$ cat src/wce_pkg.sv
// Package for the waveform column envelope unit: field widths, the block
// job word passed from front to back, and the back-end state encoding.
// No dependencies.
`default_nettype none

package wce_pkg;

  // field and state widths
  localparam int SMPW  = 16;   // sample word, Q1.15
  localparam int MAGW  = 17;   // magnitude of a negative sample, 1..32768
  localparam int BSW   = 12;   // block_size register
  localparam int SCW   = 13;   // height_scale register
  localparam int CCW   = 11;   // column_count register
  localparam int PSW   = 27;   // positive sum
  localparam int NSW   = 28;   // negative sum
  localparam int CNTW  = 12;   // per-side sample count
  localparam int HTW   = 16;   // height word
  localparam int PRODW = NSW + SCW;       // sum times scale
  localparam int FRAC_BITS = 15;          // Q1.15 fraction bits
  localparam int DIVW  = PRODW - FRAC_BITS; // dividend after fraction drop

  // job queue
  localparam int QD   = 2;
  localparam int QPW  = $clog2(QD);
  localparam int QCW  = $clog2(QD + 1);

  // configuration port
  localparam int CFG_AW = 4;
  localparam int CFG_DW = 32;
  localparam logic [1:0] REG_BLOCK_SIZE   = 2'd0;
  localparam logic [1:0] REG_HEIGHT_SCALE = 2'd1;
  localparam logic [1:0] REG_COLUMN_COUNT = 2'd2;

  // register reset values
  localparam logic [BSW-1:0] BLOCK_SIZE_RST   = 12'd96;
  localparam logic [SCW-1:0] HEIGHT_SCALE_RST = 13'd64;
  localparam logic [CCW-1:0] COLUMN_COUNT_RST = 11'd512;

  // one finished block, as handed to the back end
  typedef struct packed {
    logic [PSW-1:0]  psum;
    logic [CNTW-1:0] pcnt;
    logic [NSW-1:0]  nsum;
    logic [CNTW-1:0] ncnt;
    logic            backward;
  } job_t;

  typedef enum logic [2:0] {
    B_IDLE,
    B_NORM,
    B_MUL,
    B_DIV,
    B_DONE
  } back_state_t;

endpackage

`default_nettype wire

$ cat src/wce_front.sv
// Front end: takes one sample word per cycle (a block-closing word waits
// while the queue is full), accumulates both sides of the current block
// and pushes a job when the block completes. Depends on wce_pkg.
`default_nettype none

module wce_front import wce_pkg::*; #(
  parameter int MAX_BLOCK = 4095
) (
  input  wire logic            clk,
  input  wire logic            rst_n,
  input  wire logic            in_valid,
  output      logic            in_ready,
  input  wire logic [SMPW-1:0] sample_value,
  input  wire logic            in_range,
  input  wire logic            backward,
  input  wire logic [BSW-1:0]  block_size,
  input  wire logic            q_full,
  output      logic            push,
  output      job_t            job
);

  logic [PSW-1:0]  psum_r, psum_nxt;
  logic [NSW-1:0]  nsum_r, nsum_nxt;
  logic [CNTW-1:0] pcnt_r, pcnt_nxt;
  logic [CNTW-1:0] ncnt_r, ncnt_nxt;
  logic [BSW-1:0]  sib_r;
  logic [BSW-1:0]  bs_eff;
  logic            last_item;
  logic            accept;
  logic            is_neg;
  logic [MAGW-1:0] mag;

  // clamp block size to 1..MAX_BLOCK
  always_comb begin
    if (block_size == '0) begin
      bs_eff = BSW'(1);
    end else if (32'(block_size) > 32'(MAX_BLOCK)) begin
      bs_eff = BSW'(MAX_BLOCK);
    end else begin
      bs_eff = block_size;
    end
  end

  assign last_item = ((BSW+1)'(sib_r) + (BSW+1)'(1)) >= (BSW+1)'(bs_eff);
  // only a block-closing word needs room in the queue
  assign in_ready  = !last_item || !q_full;
  assign accept    = in_valid && in_ready;

  // sums including the current word
  assign is_neg = sample_value[SMPW-1];
  assign mag    = MAGW'(17'h10000) - MAGW'(sample_value);

  always_comb begin
    psum_nxt = psum_r + ((in_range && !is_neg) ? PSW'(sample_value[SMPW-2:0]) : '0);
    pcnt_nxt = pcnt_r + ((in_range && !is_neg) ? CNTW'(1) : '0);
    nsum_nxt = nsum_r + ((in_range && is_neg) ? NSW'(mag) : '0);
    ncnt_nxt = ncnt_r + ((in_range && is_neg) ? CNTW'(1) : '0);
  end

  assign push         = accept && last_item;
  assign job.psum     = psum_nxt;
  assign job.pcnt     = pcnt_nxt;
  assign job.nsum     = nsum_nxt;
  assign job.ncnt     = ncnt_nxt;
  assign job.backward = backward;

  // accumulators
  always_ff @(posedge clk) begin
    if (!rst_n) begin
      psum_r <= '0;
      nsum_r <= '0;
      pcnt_r <= '0;
      ncnt_r <= '0;
      sib_r  <= '0;
    end else if (accept) begin
      if (last_item) begin
        psum_r <= '0;
        nsum_r <= '0;
        pcnt_r <= '0;
        ncnt_r <= '0;
        sib_r  <= '0;
      end else begin
        psum_r <= psum_nxt;
        nsum_r <= nsum_nxt;
        pcnt_r <= pcnt_nxt;
        ncnt_r <= ncnt_nxt;
        sib_r  <= sib_r + BSW'(1);
      end
    end
  end

endmodule

`default_nettype wire

$ cat src/wce_queue.sv
// Short job queue between front and back end.
// Depends on wce_pkg.
`default_nettype none

module wce_queue import wce_pkg::*; (
  input  wire logic clk,
  input  wire logic rst_n,
  input  wire logic push,
  input  wire job_t push_data,
  input  wire logic pop,
  output      job_t pop_data,
  output      logic empty,
  output      logic full
);

  job_t           mem_r [QD];
  logic [QPW-1:0] wr_ptr_r;
  logic [QPW-1:0] rd_ptr_r;
  logic [QCW-1:0] count_r;

  assign empty    = (count_r == '0);
  assign full     = (count_r == QCW'(QD));
  assign pop_data = mem_r[rd_ptr_r];

  // storage
  always_ff @(posedge clk) begin
    if (push) begin
      mem_r[wr_ptr_r] <= push_data;
    end
  end

  // pointers and fill count
  always_ff @(posedge clk) begin
    if (!rst_n) begin
      wr_ptr_r <= '0;
      rd_ptr_r <= '0;
      count_r  <= '0;
    end else begin
      if (push) begin
        wr_ptr_r <= (wr_ptr_r == QPW'(QD - 1)) ? '0 : wr_ptr_r + QPW'(1);
      end
      if (pop) begin
        rd_ptr_r <= (rd_ptr_r == QPW'(QD - 1)) ? '0 : rd_ptr_r + QPW'(1);
      end
      if (push && !pop) begin
        count_r <= count_r + QCW'(1);
      end else if (pop && !push) begin
        count_r <= count_r - QCW'(1);
      end
    end
  end

endmodule

`default_nettype wire

$ cat src/wce_back.sv
// Back end: per job, scales and divides each side with a shared multiplier
// and a bit-serial divider, steps the ring head and fills the output word;
// on norm_start in B_IDLE or B_NORM it reduces the head modulo the ring length. Depends on wce_pkg.
`default_nettype none

module wce_back import wce_pkg::*; #(
  parameter int MAX_COLUMNS = 1024
) (
  input  wire logic                             clk,
  input  wire logic                             rst_n,
  input  wire logic                             q_empty,
  output      logic                             q_pop,
  input  wire job_t                             job_in,
  input  wire logic [SCW-1:0]                   height_scale,
  input  wire logic [CCW-1:0]                   column_count,
  input  wire logic                             norm_start,
  output      logic                             out_valid,
  input  wire logic                             out_ready,
  output      logic [$clog2(MAX_COLUMNS)-1:0]   out_index,
  output      logic [HTW-1:0]                   out_pos,
  output      logic [HTW-1:0]                   out_neg
);

  localparam int HW  = $clog2(MAX_COLUMNS);
  localparam int CW  = $clog2(MAX_COLUMNS + 1);
  localparam int LW  = HW + CW;
  localparam int KW  = $clog2(HW + 1);
  localparam int DCW = $clog2(DIVW);

  back_state_t     state_r, state_nxt;
  job_t            job_r, job_nxt;
  logic            side_r, side_nxt;
  logic [DIVW-1:0] n_r, n_nxt;
  logic [CNTW-1:0] rem_r, rem_nxt;
  logic [DCW-1:0]  dcnt_r, dcnt_nxt;
  logic [HTW-1:0]  pos_h_r, pos_h_nxt;
  logic [HTW-1:0]  neg_h_r, neg_h_nxt;
  logic [HW-1:0]   head_r, head_nxt;
  logic [HW-1:0]   head_mod_r, head_mod_nxt;
  logic [KW-1:0]   k_r, k_nxt;
  logic            out_valid_r, out_valid_nxt;
  logic [HW-1:0]   out_idx_r, out_idx_nxt;
  logic [HTW-1:0]  out_pos_r, out_pos_nxt;
  logic [HTW-1:0]  out_neg_r, out_neg_nxt;

  logic [CW-1:0]    cc_eff;
  logic [CNTW-1:0]  cnt_sel;
  logic [NSW-1:0]   sum_sel;
  logic [PRODW-1:0] prod;
  logic [CNTW:0]    rem_sh;
  logic             ge;
  logic [CNTW:0]    rem_sub;
  logic [DIVW-1:0]  quot;
  logic [HTW-1:0]   height;
  logic [LW-1:0]    sh_cc;
  logic             ge_n;
  logic [CW-1:0]    head_plus;
  logic [HW-1:0]    head_step;

  // ring length clamped to 1..MAX_COLUMNS
  always_comb begin
    if (column_count == '0) begin
      cc_eff = CW'(1);
    end else if (32'(column_count) > 32'(MAX_COLUMNS)) begin
      cc_eff = CW'(MAX_COLUMNS);
    end else begin
      cc_eff = CW'(column_count);
    end
  end

  // side select and scale multiply
  assign cnt_sel = side_r ? job_r.ncnt : job_r.pcnt;
  assign sum_sel = side_r ? job_r.nsum : NSW'(job_r.psum);
  assign prod    = sum_sel * height_scale;

  // one restoring division step per cycle
  assign rem_sh  = {rem_r, n_r[DIVW-1]};
  assign ge      = rem_sh >= {1'b0, cnt_sel};
  assign rem_sub = rem_sh - {1'b0, cnt_sel};
  assign quot    = {n_r[DIVW-2:0], ge};

  // zero count gives zero, else saturate to 16 bits
  always_comb begin
    if (cnt_sel == '0) begin
      height = '0;
    end else if (|quot[DIVW-1:HTW]) begin
      height = '1;
    end else begin
      height = quot[HTW-1:0];
    end
  end

  // head modulo ring length, one quotient bit per cycle; the raw head is
  // kept so that a later, larger ring sees the head as it was stepped
  assign sh_cc = LW'(cc_eff) << k_r;
  assign ge_n  = LW'(head_mod_r) >= sh_cc;

  // ring step with wrap
  assign head_plus = CW'(head_mod_r) + CW'(1);
  always_comb begin
    if (job_r.backward) begin
      head_step = (head_mod_r == '0) ? HW'(cc_eff - CW'(1)) : head_mod_r - HW'(1);
    end else begin
      head_step = (head_plus >= cc_eff) ? '0 : head_plus[HW-1:0];
    end
  end

  // next state and datapath control
  always_comb begin
    state_nxt     = state_r;
    job_nxt       = job_r;
    side_nxt      = side_r;
    n_nxt         = n_r;
    rem_nxt       = rem_r;
    dcnt_nxt      = dcnt_r;
    pos_h_nxt     = pos_h_r;
    neg_h_nxt     = neg_h_r;
    head_nxt      = head_r;
    head_mod_nxt  = head_mod_r;
    k_nxt         = k_r;
    out_valid_nxt = out_valid_r;
    out_idx_nxt   = out_idx_r;
    out_pos_nxt   = out_pos_r;
    out_neg_nxt   = out_neg_r;
    q_pop         = 1'b0;

    if (out_valid_r && out_ready) begin
      out_valid_nxt = 1'b0;
    end

    case (state_r)
      B_IDLE: begin
        if (norm_start) begin
          head_mod_nxt = head_r;
          k_nxt        = KW'(HW - 1);
          state_nxt    = B_NORM;
        end else if (!q_empty) begin
          q_pop     = 1'b1;
          job_nxt   = job_in;
          side_nxt  = 1'b0;
          state_nxt = B_MUL;
        end
      end
      B_NORM: begin
        if (norm_start) begin
          head_mod_nxt = head_r;
          k_nxt        = KW'(HW - 1);
        end else begin
          if (ge_n) begin
            head_mod_nxt = head_mod_r - sh_cc[HW-1:0];
          end
          if (k_r == '0) begin
            state_nxt = B_IDLE;
          end else begin
            k_nxt = k_r - KW'(1);
          end
        end
      end
      B_MUL: begin
        n_nxt     = prod[PRODW-1:FRAC_BITS];
        rem_nxt   = '0;
        dcnt_nxt  = DCW'(DIVW - 1);
        state_nxt = B_DIV;
      end
      B_DIV: begin
        rem_nxt = ge ? rem_sub[CNTW-1:0] : rem_sh[CNTW-1:0];
        n_nxt   = quot;
        if (dcnt_r == '0) begin
          if (side_r) begin
            neg_h_nxt = height;
            state_nxt = B_DONE;
          end else begin
            pos_h_nxt = height;
            side_nxt  = 1'b1;
            state_nxt = B_MUL;
          end
        end else begin
          dcnt_nxt = dcnt_r - DCW'(1);
        end
      end
      B_DONE: begin
        if (!out_valid_r || out_ready) begin
          out_valid_nxt = 1'b1;
          out_idx_nxt   = head_mod_r;
          out_pos_nxt   = pos_h_r;
          out_neg_nxt   = neg_h_r;
          head_nxt      = head_step;
          head_mod_nxt  = head_step;
          state_nxt     = B_IDLE;
        end
      end
      default: begin
        state_nxt = B_IDLE;
      end
    endcase
  end

  // control registers
  always_ff @(posedge clk) begin
    if (!rst_n) begin
      state_r     <= B_IDLE;
      head_r      <= '0;
      head_mod_r  <= '0;
      out_valid_r <= 1'b0;
      side_r      <= 1'b0;
      k_r         <= '0;
      dcnt_r      <= '0;
    end else begin
      state_r     <= state_nxt;
      head_r      <= head_nxt;
      head_mod_r  <= head_mod_nxt;
      out_valid_r <= out_valid_nxt;
      side_r      <= side_nxt;
      k_r         <= k_nxt;
      dcnt_r      <= dcnt_nxt;
    end
  end

  // datapath registers
  always_ff @(posedge clk) begin
    job_r     <= job_nxt;
    n_r       <= n_nxt;
    rem_r     <= rem_nxt;
    pos_h_r   <= pos_h_nxt;
    neg_h_r   <= neg_h_nxt;
    out_idx_r <= out_idx_nxt;
    out_pos_r <= out_pos_nxt;
    out_neg_r <= out_neg_nxt;
  end

  assign out_valid = out_valid_r;
  assign out_index = out_idx_r;
  assign out_pos   = out_pos_r;
  assign out_neg   = out_neg_r;

endmodule

`default_nettype wire

$ cat src/waveform_column_envelope_unit.sv
// Waveform column envelope unit. Samples are taken at one word per cycle,
// but a block-closing word waits while the job queue is full. The back end
// takes one job at a time and forms each column word with two 26-step serial
// divisions, one multiply each; blocks closing faster than it finishes jobs
// stall input once the two-entry job queue fills. Synchronous active-low reset
// clears accumulators, queue, ring head (to 0) and loads default register values.
`default_nettype none

module waveform_column_envelope_unit import wce_pkg::*; #(
  parameter int MAX_COLUMNS = 1024,
  parameter int MAX_BLOCK   = 4095
) (
  input  wire logic                clk,
  input  wire logic                rst_n,
  // input stream
  input  wire logic                in_tvalid,
  output      logic                in_tready,
  input  wire logic [SMPW-1:0]     in_tdata,   // [15:0] sample_value
  input  wire logic [1:0]          in_tuser,   // [0] in_range, [1] backward
  // result stream
  output      logic                out_tvalid,
  input  wire logic                out_tready,
  // [HW-1:0] column_index, then positive_height, negative_height,
  // packed_column (32), zero padded to whole bytes
  output      logic [(($clog2(MAX_COLUMNS) + 2*HTW + 2*HTW + 7) / 8) * 8 - 1:0] out_tdata,
  // configuration
  input  wire logic                cfg_psel,
  input  wire logic                cfg_penable,
  input  wire logic                cfg_pwrite,
  input  wire logic [CFG_AW-1:0]   cfg_paddr,
  input  wire logic [CFG_DW-1:0]   cfg_pwdata,
  output      logic [CFG_DW-1:0]   cfg_prdata,
  output      logic                cfg_pready
);

  localparam int HW     = $clog2(MAX_COLUMNS);
  localparam int OUT_DW = ((HW + 4*HTW + 7) / 8) * 8;

  logic [BSW-1:0] block_size_r;
  logic [SCW-1:0] height_scale_r;
  logic [CCW-1:0] column_count_r;
  logic           cfg_write;
  logic [1:0]     cfg_index;
  logic           norm_start;

  logic           q_push;
  logic           q_pop;
  job_t           q_in;
  job_t           q_out;
  logic           q_empty;
  logic           q_full;

  logic [HW-1:0]  out_idx;
  logic [HTW-1:0] out_pos;
  logic [HTW-1:0] out_neg;

  // configuration registers
  assign cfg_pready = 1'b1;
  assign cfg_write  = cfg_psel && cfg_penable && cfg_pwrite;
  assign cfg_index  = cfg_paddr[3:2];
  assign norm_start = cfg_write && (cfg_index == REG_COLUMN_COUNT);

  always_ff @(posedge clk) begin
    if (!rst_n) begin
      block_size_r   <= BLOCK_SIZE_RST;
      height_scale_r <= HEIGHT_SCALE_RST;
      column_count_r <= COLUMN_COUNT_RST;
    end else if (cfg_write) begin
      case (cfg_index)
        REG_BLOCK_SIZE:   block_size_r   <= cfg_pwdata[BSW-1:0];
        REG_HEIGHT_SCALE: height_scale_r <= cfg_pwdata[SCW-1:0];
        REG_COLUMN_COUNT: column_count_r <= cfg_pwdata[CCW-1:0];
        default: begin
        end
      endcase
    end
  end

  // register read-back
  always_comb begin
    case (cfg_index)
      REG_BLOCK_SIZE:   cfg_prdata = CFG_DW'(block_size_r);
      REG_HEIGHT_SCALE: cfg_prdata = CFG_DW'(height_scale_r);
      REG_COLUMN_COUNT: cfg_prdata = CFG_DW'(column_count_r);
      default:          cfg_prdata = '0;
    endcase
  end

  wce_front #(
    .MAX_BLOCK (MAX_BLOCK)
  ) u_front (
    .clk          (clk),
    .rst_n        (rst_n),
    .in_valid     (in_tvalid),
    .in_ready     (in_tready),
    .sample_value (in_tdata),
    .in_range     (in_tuser[0]),
    .backward     (in_tuser[1]),
    .block_size   (block_size_r),
    .q_full       (q_full),
    .push         (q_push),
    .job          (q_in)
  );

  wce_queue u_queue (
    .clk       (clk),
    .rst_n     (rst_n),
    .push      (q_push),
    .push_data (q_in),
    .pop       (q_pop),
    .pop_data  (q_out),
    .empty     (q_empty),
    .full      (q_full)
  );

  wce_back #(
    .MAX_COLUMNS (MAX_COLUMNS)
  ) u_back (
    .clk          (clk),
    .rst_n        (rst_n),
    .q_empty      (q_empty),
    .q_pop        (q_pop),
    .job_in       (q_out),
    .height_scale (height_scale_r),
    .column_count (column_count_r),
    .norm_start   (norm_start),
    .out_valid    (out_tvalid),
    .out_ready    (out_tready),
    .out_index    (out_idx),
    .out_pos      (out_pos),
    .out_neg      (out_neg)
  );

  // result word: index, positive, negative, then packed column
  assign out_tdata = OUT_DW'({out_neg, out_pos, out_neg, out_pos, out_idx});

endmodule

`default_nettype wire
$ cat config.mk
export PLATFORM = sky130hd
export DESIGN_NAME = waveform_column_envelope_unit
export DESIGN_NICKNAME = d
export VERILOG_FILES = /design/src/wce_pkg.sv /design/src/wce_front.sv /design/src/wce_queue.sv /design/src/wce_back.sv /design/src/waveform_column_envelope_unit.sv
export SDC_FILE = /design/constraint.sdc
export NUM_CORES = 2
export LEC_CHECK = 0
export BUFFER_PORTS_ARGS = -buffer_cell sky130_fd_sc_hd__buf_2
export CAP_MARGIN = 20
export CORE_MARGIN = 5
export CORE_UTILIZATION = 34
export CTS_BUF_LIST = sky130_fd_sc_hd__clkbuf_4
export DETAILED_ROUTE_END_ITERATION = 7
export GPL_ROUTABILITY_DRIVEN = 0
export GPL_TIMING_DRIVEN = 0
export PLACE_DENSITY = 0.6
export SYNTH_ARGS = -nofsm -noshare
export SYNTH_HDL_FRONTEND = slang
export SYNTH_SLANG_ARGS = --single-unit
$ cat constraint.sdc
create_clock -name clk -period 8.5 [get_ports clk]
set_input_delay 0.425 -clock clk [delete_from_list [all_inputs] [get_ports clk]]
set_output_delay 0.425 -clock clk [all_outputs]
set_load 0.05 [all_outputs]
-- Word level (Yosys, flattened, before mapping)
Memories as Yosys holds them, arrays and structs flattened. A register that Yosys moved wholly into a read port is not among the register bits.
Cells that the tools add are included.
- flip-flop bits (word level): 277
- bits in writable memories: 160
- memories kept: 1
- output and inout bits: 115
- input bits: 61
- word-level logic and storage cells: 175
- memory list (name ; depth ; bits a word ; read ports ; clocked after memory_dff ; wr ports ; RTL line ; text):
    u_queue.mem_r ; 2 ; 80 ; 1 ; 1 ; 1 ; wce_queue.sv:16 ; job_t mem_r [QD];
- shifts and indexed selects: 1
- add/sub/neg operators: 18
- bitwise gates (word level): 3
- multiply operators: 1
- $lt $le $gt $ge: 5
- multiplexer cells: 58
- eq/ne operators: 18
- reductions and logical operators: 45
- operators by type and width (kind ; number):
    $mux 12 ; 6
    $mux 10 ; 7
    $mux 28 ; 2
    $pmux 26 s2 ; 1
    $mul 28x13->41 ; 1
    $pmux 13 s3 ; 1
    $mux 16 ; 2
    $pmux 10 s3 ; 1
    $add 28x28->28 ; 1
    $add 27x27->27 ; 1
    $mux 27 ; 1
    $ge 13x12->1 ; 2
    $add 12x12->12 ; 2
    $logic_not 12->1 ; 2
    $pmux 12 s2 ; 1
    $mux 11 ; 2
    $ge 10x21->1 ; 1
    $mux 3 ; 7
    $shl 11x4->21 ; 1
    $sub 10x1->10 const B ; 2
    $mux 17 ; 1
    $sub 17x16->17 const A ; 1
    $mux 1 ; 15
    $mux 15 ; 1
    other kinds (45) ; 87

-- Longest topological paths before layout
- depth in word-level cells: 11
- mapped depth: 27
- mapped depth without buffers: 23

-- Hierarchy
Synthesis repeated with hierarchy kept, for this count alone.
- cells, all modules: 3624
- area, all modules: 37223.2 sq um
- modules (own cells, without submodules) (module ; area each (sq um) ; seq. area each (sq um) ; cells each ; times used):
    wce_back ; 22281.4 ; 6446.2 ; 2245 ; 1
    wce_front ; 6830.3 ; 1821.7 ; 867 ; 1
    wce_queue ; 6019.5 ; 4904.7 ; 271 ; 1
    waveform_column_envelope_unit ; 2092.0 ; 720.7 ; 241 ; 1

-- Worst setup path after synthesis
Ideal clock, no wire load.
- kind: flip-flop to flip-flop
- start: reg u_back.side_r
- end: reg u_back.n_r[18], data pin
- setup time: 0.270 ns
- data arrival time: 6.761 ns
- required time: 8.230 ns
- path slack: 1.469 ns
- cell stages (with the launch flop): 26
- path buffers: 4
- clock period less this slack: 7.031 ns
- cells stage by stage: dfxtp_1 > buf_6 > clkbuf_1 > clkbuf_1 > mux2_2 > clkbuf_1 > and2_1 > fa_1 > inv_1 > fa_1 > inv_1 > fa_1 > fa_1 > inv_1 > fa_1 > inv_1 > ha_1 > or4_1 > o32ai_4 > a211oi_1 > nand2b_4 > a21o_1 > a21o_1 > a21oi_1 > xor2_1 > a21oi_1
- cells in the longest elaborated chain, start to end: 3
- ends and longest elaborated chain (item ; RTL line ; text):
    from (decl) ; wce_back.sv:32 ; logic side_r, side_nxt;
    from (signal assigned) ; wce_back.sv:213 ; side_r <= side_nxt;
    $mux 28 ; wce_back.sv:73 ; assign sum_sel = side_r ? job_r.nsum : NSW'(job_r.psum);
    $mul 28x13->41 ; wce_back.sv:74 ; assign prod = sum_sel * height_scale;
    $pmux 26 s2 ; wce_back.sv:131 ; case (state_r)
    net u_back.n_nxt[18] ; wce_back.sv:33 ; logic [DIVW-1:0] n_r, n_nxt;
    to (signal assigned) ; wce_back.sv:222 ; n_r <= n_nxt;
    to (decl) ; wce_back.sv:33 ;
The timed path passes the listed nets, and every way through them passes these cells.
A chain may end at the register's enable or synchronous reset.

-- Final worst setup path
- start: reg u_back.side_r
- end: reg u_back.n_r[25], data pin
The elaborated chain is that of the path after synthesis.

==> report_table.html <==
<table>
<tr><th>Metric</th><th>Value</th></tr>
<tr><th colspan="2">Floorplanning</th></tr>
<tr><td>Standard-cell row count</td><td>119</td></tr>
<tr><td>Overall die width</td><td>~340 um</td></tr>
<tr><td>Die outline area</td><td>~110000 sq um</td></tr>
<tr><td>Area of the core region</td><td>roughly 110000 sq um</td></tr>
<tr><td>Die Ht</td><td>about 340 um</td></tr>
<tr><td>Number of primary I/O pins</td><td>roughly 180</td></tr>
<tr><td>Initial standard-cell utilization of the core</td><td>0.3430</td></tr>
<tr><th colspan="2">Yosys</th></tr>
<tr><td>Top-area cell type share of the netlist area</td><td>0.2919</td></tr>
<tr><td>Async SR Flop Fraction</td><td>0</td></tr>
<tr><td>Cell count after synthesis</td><td>around 3500</td></tr>
<tr><td>Mean area per synthesized cell</td><td>slightly above 10 sq um</td></tr>
<tr><td>Ys flop type</td><td>sky130_fd_sc_hd__edfxtp_1</td></tr>
<tr><td>Post-Synthesis Cell Area</td><td>36210 sq um</td></tr>
<tr><td>Post-synthesis sequential area ratio</td><td>0.3832</td></tr>
<tr><td>Leading cell types by total area after synthesis</td><td>sky130_fd_sc_hd__edfxtp_1, sky130_fd_sc_hd__fa_1, sky130_fd_sc_hd__dfxtp_1, sky130_fd_sc_hd__ha_1, sky130_fd_sc_hd__inv_1</td></tr>
<tr><td>Yosys warns</td><td>0</td></tr>
<tr><td>Number of enable-type register cells in the synthesized netlist</td><td>352</td></tr>
<tr><td>Post-synthesis register bit count</td><td>approximately 520</td></tr>
<tr><td>Distinct cell type count after synthesis</td><td>96</td></tr>
<tr><td>Cell type contributing the most total cell area after synthesis</td><td>sky130_fd_sc_hd__edfxtp_1</td></tr>
<tr><th colspan="2">Setup path</th></tr>
<tr><td>Startpoint of the worst-slack reg-to-reg timing path</td><td>u_back.side_r</td></tr>
<tr><td>Worst setup path endpoint</td><td>u_back.n_r[25]</td></tr>
<tr><td>Maximum net fanout on the critical path</td><td>17</td></tr>
<tr><td>Required time of the worst setup path</td><td>9.21 ns</td></tr>
<tr><td>R2r worst-path depth</td><td>24</td></tr>
<tr><td>R2r setup slk</td><td>0.63 ns</td></tr>
<tr><td>Worst Setup SP</td><td>u_back.side_r</td></tr>
<tr><td>Classification of the worst setup path</td><td>reg2reg</td></tr>
<tr><td>Nature of the critical path startpoint</td><td>register</td></tr>
<tr><td>Endpoint of the worst-slack reg-to-reg timing path</td><td>u_back.n_r[25]</td></tr>
<tr><td>Critical Path AT</td><td>about 8.6 ns</td></tr>
<tr><td>Setup crit end kind</td><td>register</td></tr>
<tr><th colspan="2">Finish</th></tr>
<tr><td>Net count reported at finish</td><td>about 4400</td></tr>
<tr><td>Fraction of layout instances using a drive strength above 1</td><td>0.1566</td></tr>
<tr><td>Fill cells</td><td>10350</td></tr>
<tr><td>Syn-to-layout area delta</td><td>13.46%</td></tr>
<tr><td>Final cell utilization of the core</td><td>0.3892</td></tr>
<tr><th colspan="2">Timing</th></tr>
<tr><td>Fin crit period</td><td>~7.9 ns</td></tr>
<tr><td>Worst clock skew on the final layout</td><td>between 0.08 and 0.09 ns</td></tr>
<tr><td>Least-Margin Pin Slew</td><td>1.130 ns</td></tr>
<tr><td>Worst-case headroom to the max-slew limit</td><td>0.2407</td></tr>
<tr><td>Max Clock Freq</td><td>0.1271 GHz</td></tr>
<tr><td>Worst-case setup margin in the final layout</td><td>0.6309 ns</td></tr>
<tr><td>Final period util</td><td>0.9258</td></tr>
<tr><td>Hold_ws</td><td>~0.10 ns</td></tr>
<tr><td>Number of failing setup endpoints in the final timing report</td><td>0</td></tr>
<tr><td>Setup repair after global routing missed its margin</td><td>no</td></tr>
<tr><td>Endpoints failing hold</td><td>0</td></tr>
<tr><td>Final Max Slew Viols</td><td>0</td></tr>
<tr><th colspan="2">Hold path</th></tr>
<tr><td>Hold path start</td><td>in_tdata[14]</td></tr>
<tr><td>Hold/Removal Path Class</td><td>in2reg</td></tr>
<tr><th colspan="2">GRT</th></tr>
<tr><td>Top Usage Layer GRT</td><td>met2</td></tr>
<tr><td>Overflow after GRT</td><td>0</td></tr>
<tr><td>Met1 Usage GRT</td><td>0.2302</td></tr>
<tr><td>Overall routing resource usage</td><td>0.1699</td></tr>
<tr><td>First-pass GRT wire length</td><td>150.1 mm</td></tr>
<tr><td>Number of antenna violations at the first check in global routing</td><td>5</td></tr>
<tr><td>Routing usage on met3</td><td>0.04420</td></tr>
<tr><td>Met2 Track Usage GR</td><td>0.2699</td></tr>
<tr><td>Largest net degree at the start of global routing</td><td>65</td></tr>
<tr><td>Number of global-route vias before repair</td><td>26800</td></tr>
<tr><th colspan="2">Pwr</th></tr>
<tr><td>Power density cells</td><td>191.2 nW/um^2</td></tr>
<tr><td>Leakage power figure</td><td>~17 nW</td></tr>
<tr><td>Max IR drop VDD</td><td>~0.11 mV</td></tr>
<tr><th colspan="2">CTS</th></tr>
<tr><td>Clk Latency, worst-skew pair</td><td>1.02 ns</td></tr>
<tr><td>CTS buffer count</td><td>between 100 and 150</td></tr>
<tr><td>Buffers from clock root to sink, at most</td><td>3</td></tr>
<tr><td>Depth of the CTS H-tree</td><td>4</td></tr>
<tr><td>Clock tree root buffer cell</td><td>sky130_fd_sc_hd__clkbuf_4</td></tr>
<tr><td>Clock tree from TritonCTS</td><td>built</td></tr>
<tr><td>Clock Sinks</td><td>517</td></tr>
<tr><td>Post-CTS Setup Bufs</td><td>0</td></tr>
<tr><td>Register clock-pin slew on the reported worst setup and hold paths</td><td>0.06 ns</td></tr>
<tr><th colspan="2">Run status</th></tr>
<tr><td>Status</td><td>complete, no violations</td></tr>
<tr><th colspan="2">Drt</th></tr>
<tr><td>Antenna Violating Nets Remaining</td><td>0</td></tr>
<tr><td>DRC violations left</td><td>0</td></tr>
<tr><td>First-pass DRT Iterations</td><td>8</td></tr>
<tr><td>Via/cell ratio</td><td>4.919</td></tr>
<tr><td>Via count</td><td>26390</td></tr>
<tr><td>DRT iter0 DRCs</td><td>2090</td></tr>
<tr><td>Post-detailed-routing wire length</td><td>about 97 mm</td></tr>
<tr><td>Routed length per instance</td><td>approximately 18 um</td></tr>
<tr><th colspan="2">Flow run</th></tr>
<tr><td>Maximum Capacitance Violations</td><td>0</td></tr>
<tr><th colspan="2">Placed design</th></tr>
<tr><td>Number of buffers added on ports</td><td>125</td></tr>
<tr><td>Dpl ws</td><td>-0.3904 ns</td></tr>
<tr><td>Final HPWL from detailed placement</td><td>75.47 mm</td></tr>
</table>
## how the worst min path moves through the flow
| stage | cells after the start | endpoint |
|---|---|---|
| finish | 4 | u_queue.mem_r[1][67] |
| global route | 4 | u_queue.mem_r[0][67] |
| CTS | 4 | u_queue.mem_r[1][67] |
| detailed placement | 0 | u_back.out_neg[15] |
| global placement | 0 | u_back.out_pos[12] |
| floorplan | 0 | u_back.out_neg[0] |
## report_power, final
group | leakage [nW] | switching [W] | internal [W]
Sequential | 4.37 | 0.000103 | 0.00297
Combinational | 11.5 | 0.00154 | 0.000862
Clock | 1.15 | 0.00110 | 0.00127
## registers in the layout, indices dropped and copies added (netlist names), 26 cells and up
| register | flops |
|---|---|
| u_back.n_r | 26 |
| u_back.job_r | 80 |
| u_front.nsum_r | 28 |
| u_queue.mem_r | 160 |
| u_front.psum_r | 27 |
## timing repair
item                                   CTS  global route
hold buffers                            21             0
endpoints found under the hold margin   56             0
setup endpoints to repair                3             0
resized for setup                        3             0
## layer usage
metal  share of wire  wire length, um  vias up
met5               0                0        -
met4           0.025             2449        0
met3           0.078             7531      168
met2            0.45            43130      938
met1            0.45            43640    12750
li1                -                -    12530
## stage by stage
stage / power (W) / setup TNS [ns] / instance area, sq um / instances
after floorplan: 0.004818 / 0 / 36300 / 3545
after global placement: 0.005486 / -74.67 / 38670 / 5061
after detailed placement: 0.005512 / -0.3904 / 38880 / 5070
after CTS: 0.007934 / 0 / 41030 / 5353
after global routing: 0.008357 / 0 / 41070 / 5361
final: 0.007854 / 0 / 41080 / 5366
## final cells by class
| class | instances | area (sq um) | area share |
|---|---|---|---|
| clock buffers | 215 | 1614 | 0.03929 |
| repair buffers | 158 | 1040 | 0.02531 |
| multi-input cells | 2398 | 19780 | 0.4816 |
| clock inverters | 48 | 332.8 | 0.008102 |
| inverters | 393 | 1478 | 0.03597 |
| plain buffers | 236 | 1194 | 0.02906 |
| diodes | 10 | 25.02 | 0.0006091 |
| well taps | 1391 | 1740 | 0.04237 |
| flip-flops and latches | 517 | 13870 | 0.3377 |
## placed cells by master, fill, tap and decap left out, drive strengths merged, types with 61 or more instances in the layout
cell type    n
a21oi      151
and2       168
buf        230
clkbuf     358
dfxtp      165
edfxtp     352
fa         289
ha         172
inv        400
mux2       110
nand2      391
nand3       63
nor2       232
o21ai      130
xnor2       89
xor2        61
## Yosys cell counts (all sizes together), types with 3 or more instances
master / n
a211oi: 24
a21boi: 9
a21o: 33
a21oi: 151
a221oi: 8
a22o: 11
a22oi: 46
a311oi: 3
a31oi: 33
and2: 168
and3: 47
and4: 3
buf: 93
clkbuf: 144
dfxtp: 165
edfxtp: 352
fa: 289
ha: 172
inv: 392
mux2: 110
mux2i: 54
nand2: 391
nand2b: 18
nand3: 63
nand3b: 18
nand4: 13
nor2: 232
nor2b: 21
nor3: 30
nor3b: 3
nor4: 13
nor4b: 4
o211ai: 14
o21a: 22
o21ai: 130
o21bai: 8
o221ai: 5
o311ai: 3
o31ai: 20
or2: 5
or3: 20
or4: 3
xnor2: 89
xor2: 61
## logic make-up after synthesis
group / Yosys count / share of synthesized area
compound gates: 540 / 0.09679
xor+xnor: 150 / 0.03628
fa+ha+maj: 461 / 0.2192
buf+inv: 630 / 0.07367
flops: 517 / 0.3832
mux: 165 / 0.04997
other cells: 2 / 0.0002074
simple gates: 1055 / 0.1407
## critical path, stage by stage, from the launching register on
cell	delay (ns)
sky130_fd_sc_hd__dfxtp_1	0.32
sky130_fd_sc_hd__buf_6	0.23
sky130_fd_sc_hd__clkbuf_2	0.40
sky130_fd_sc_hd__mux2_2	0.47
sky130_fd_sc_hd__clkbuf_1	0.28
sky130_fd_sc_hd__and2_1	0.26
sky130_fd_sc_hd__fa_1	0.53
sky130_fd_sc_hd__inv_1	0.05
sky130_fd_sc_hd__fa_1	0.53
sky130_fd_sc_hd__inv_1	0.06
sky130_fd_sc_hd__fa_1	0.54
sky130_fd_sc_hd__fa_1	0.51
sky130_fd_sc_hd__inv_1	0.05
sky130_fd_sc_hd__fa_1	0.52
sky130_fd_sc_hd__inv_1	0.04
sky130_fd_sc_hd__ha_1	0.27
sky130_fd_sc_hd__or4_1	0.60
sky130_fd_sc_hd__o32ai_4	0.32
sky130_fd_sc_hd__a211oi_1	0.20
sky130_fd_sc_hd__a31oi_2	0.31
sky130_fd_sc_hd__o21ai_1	0.09
sky130_fd_sc_hd__o21a_2	0.15
sky130_fd_sc_hd__a31oi_2	0.20
sky130_fd_sc_hd__xnor2_1	0.11
sky130_fd_sc_hd__a21oi_1	0.49
Power figures use the tool's default switching activity.
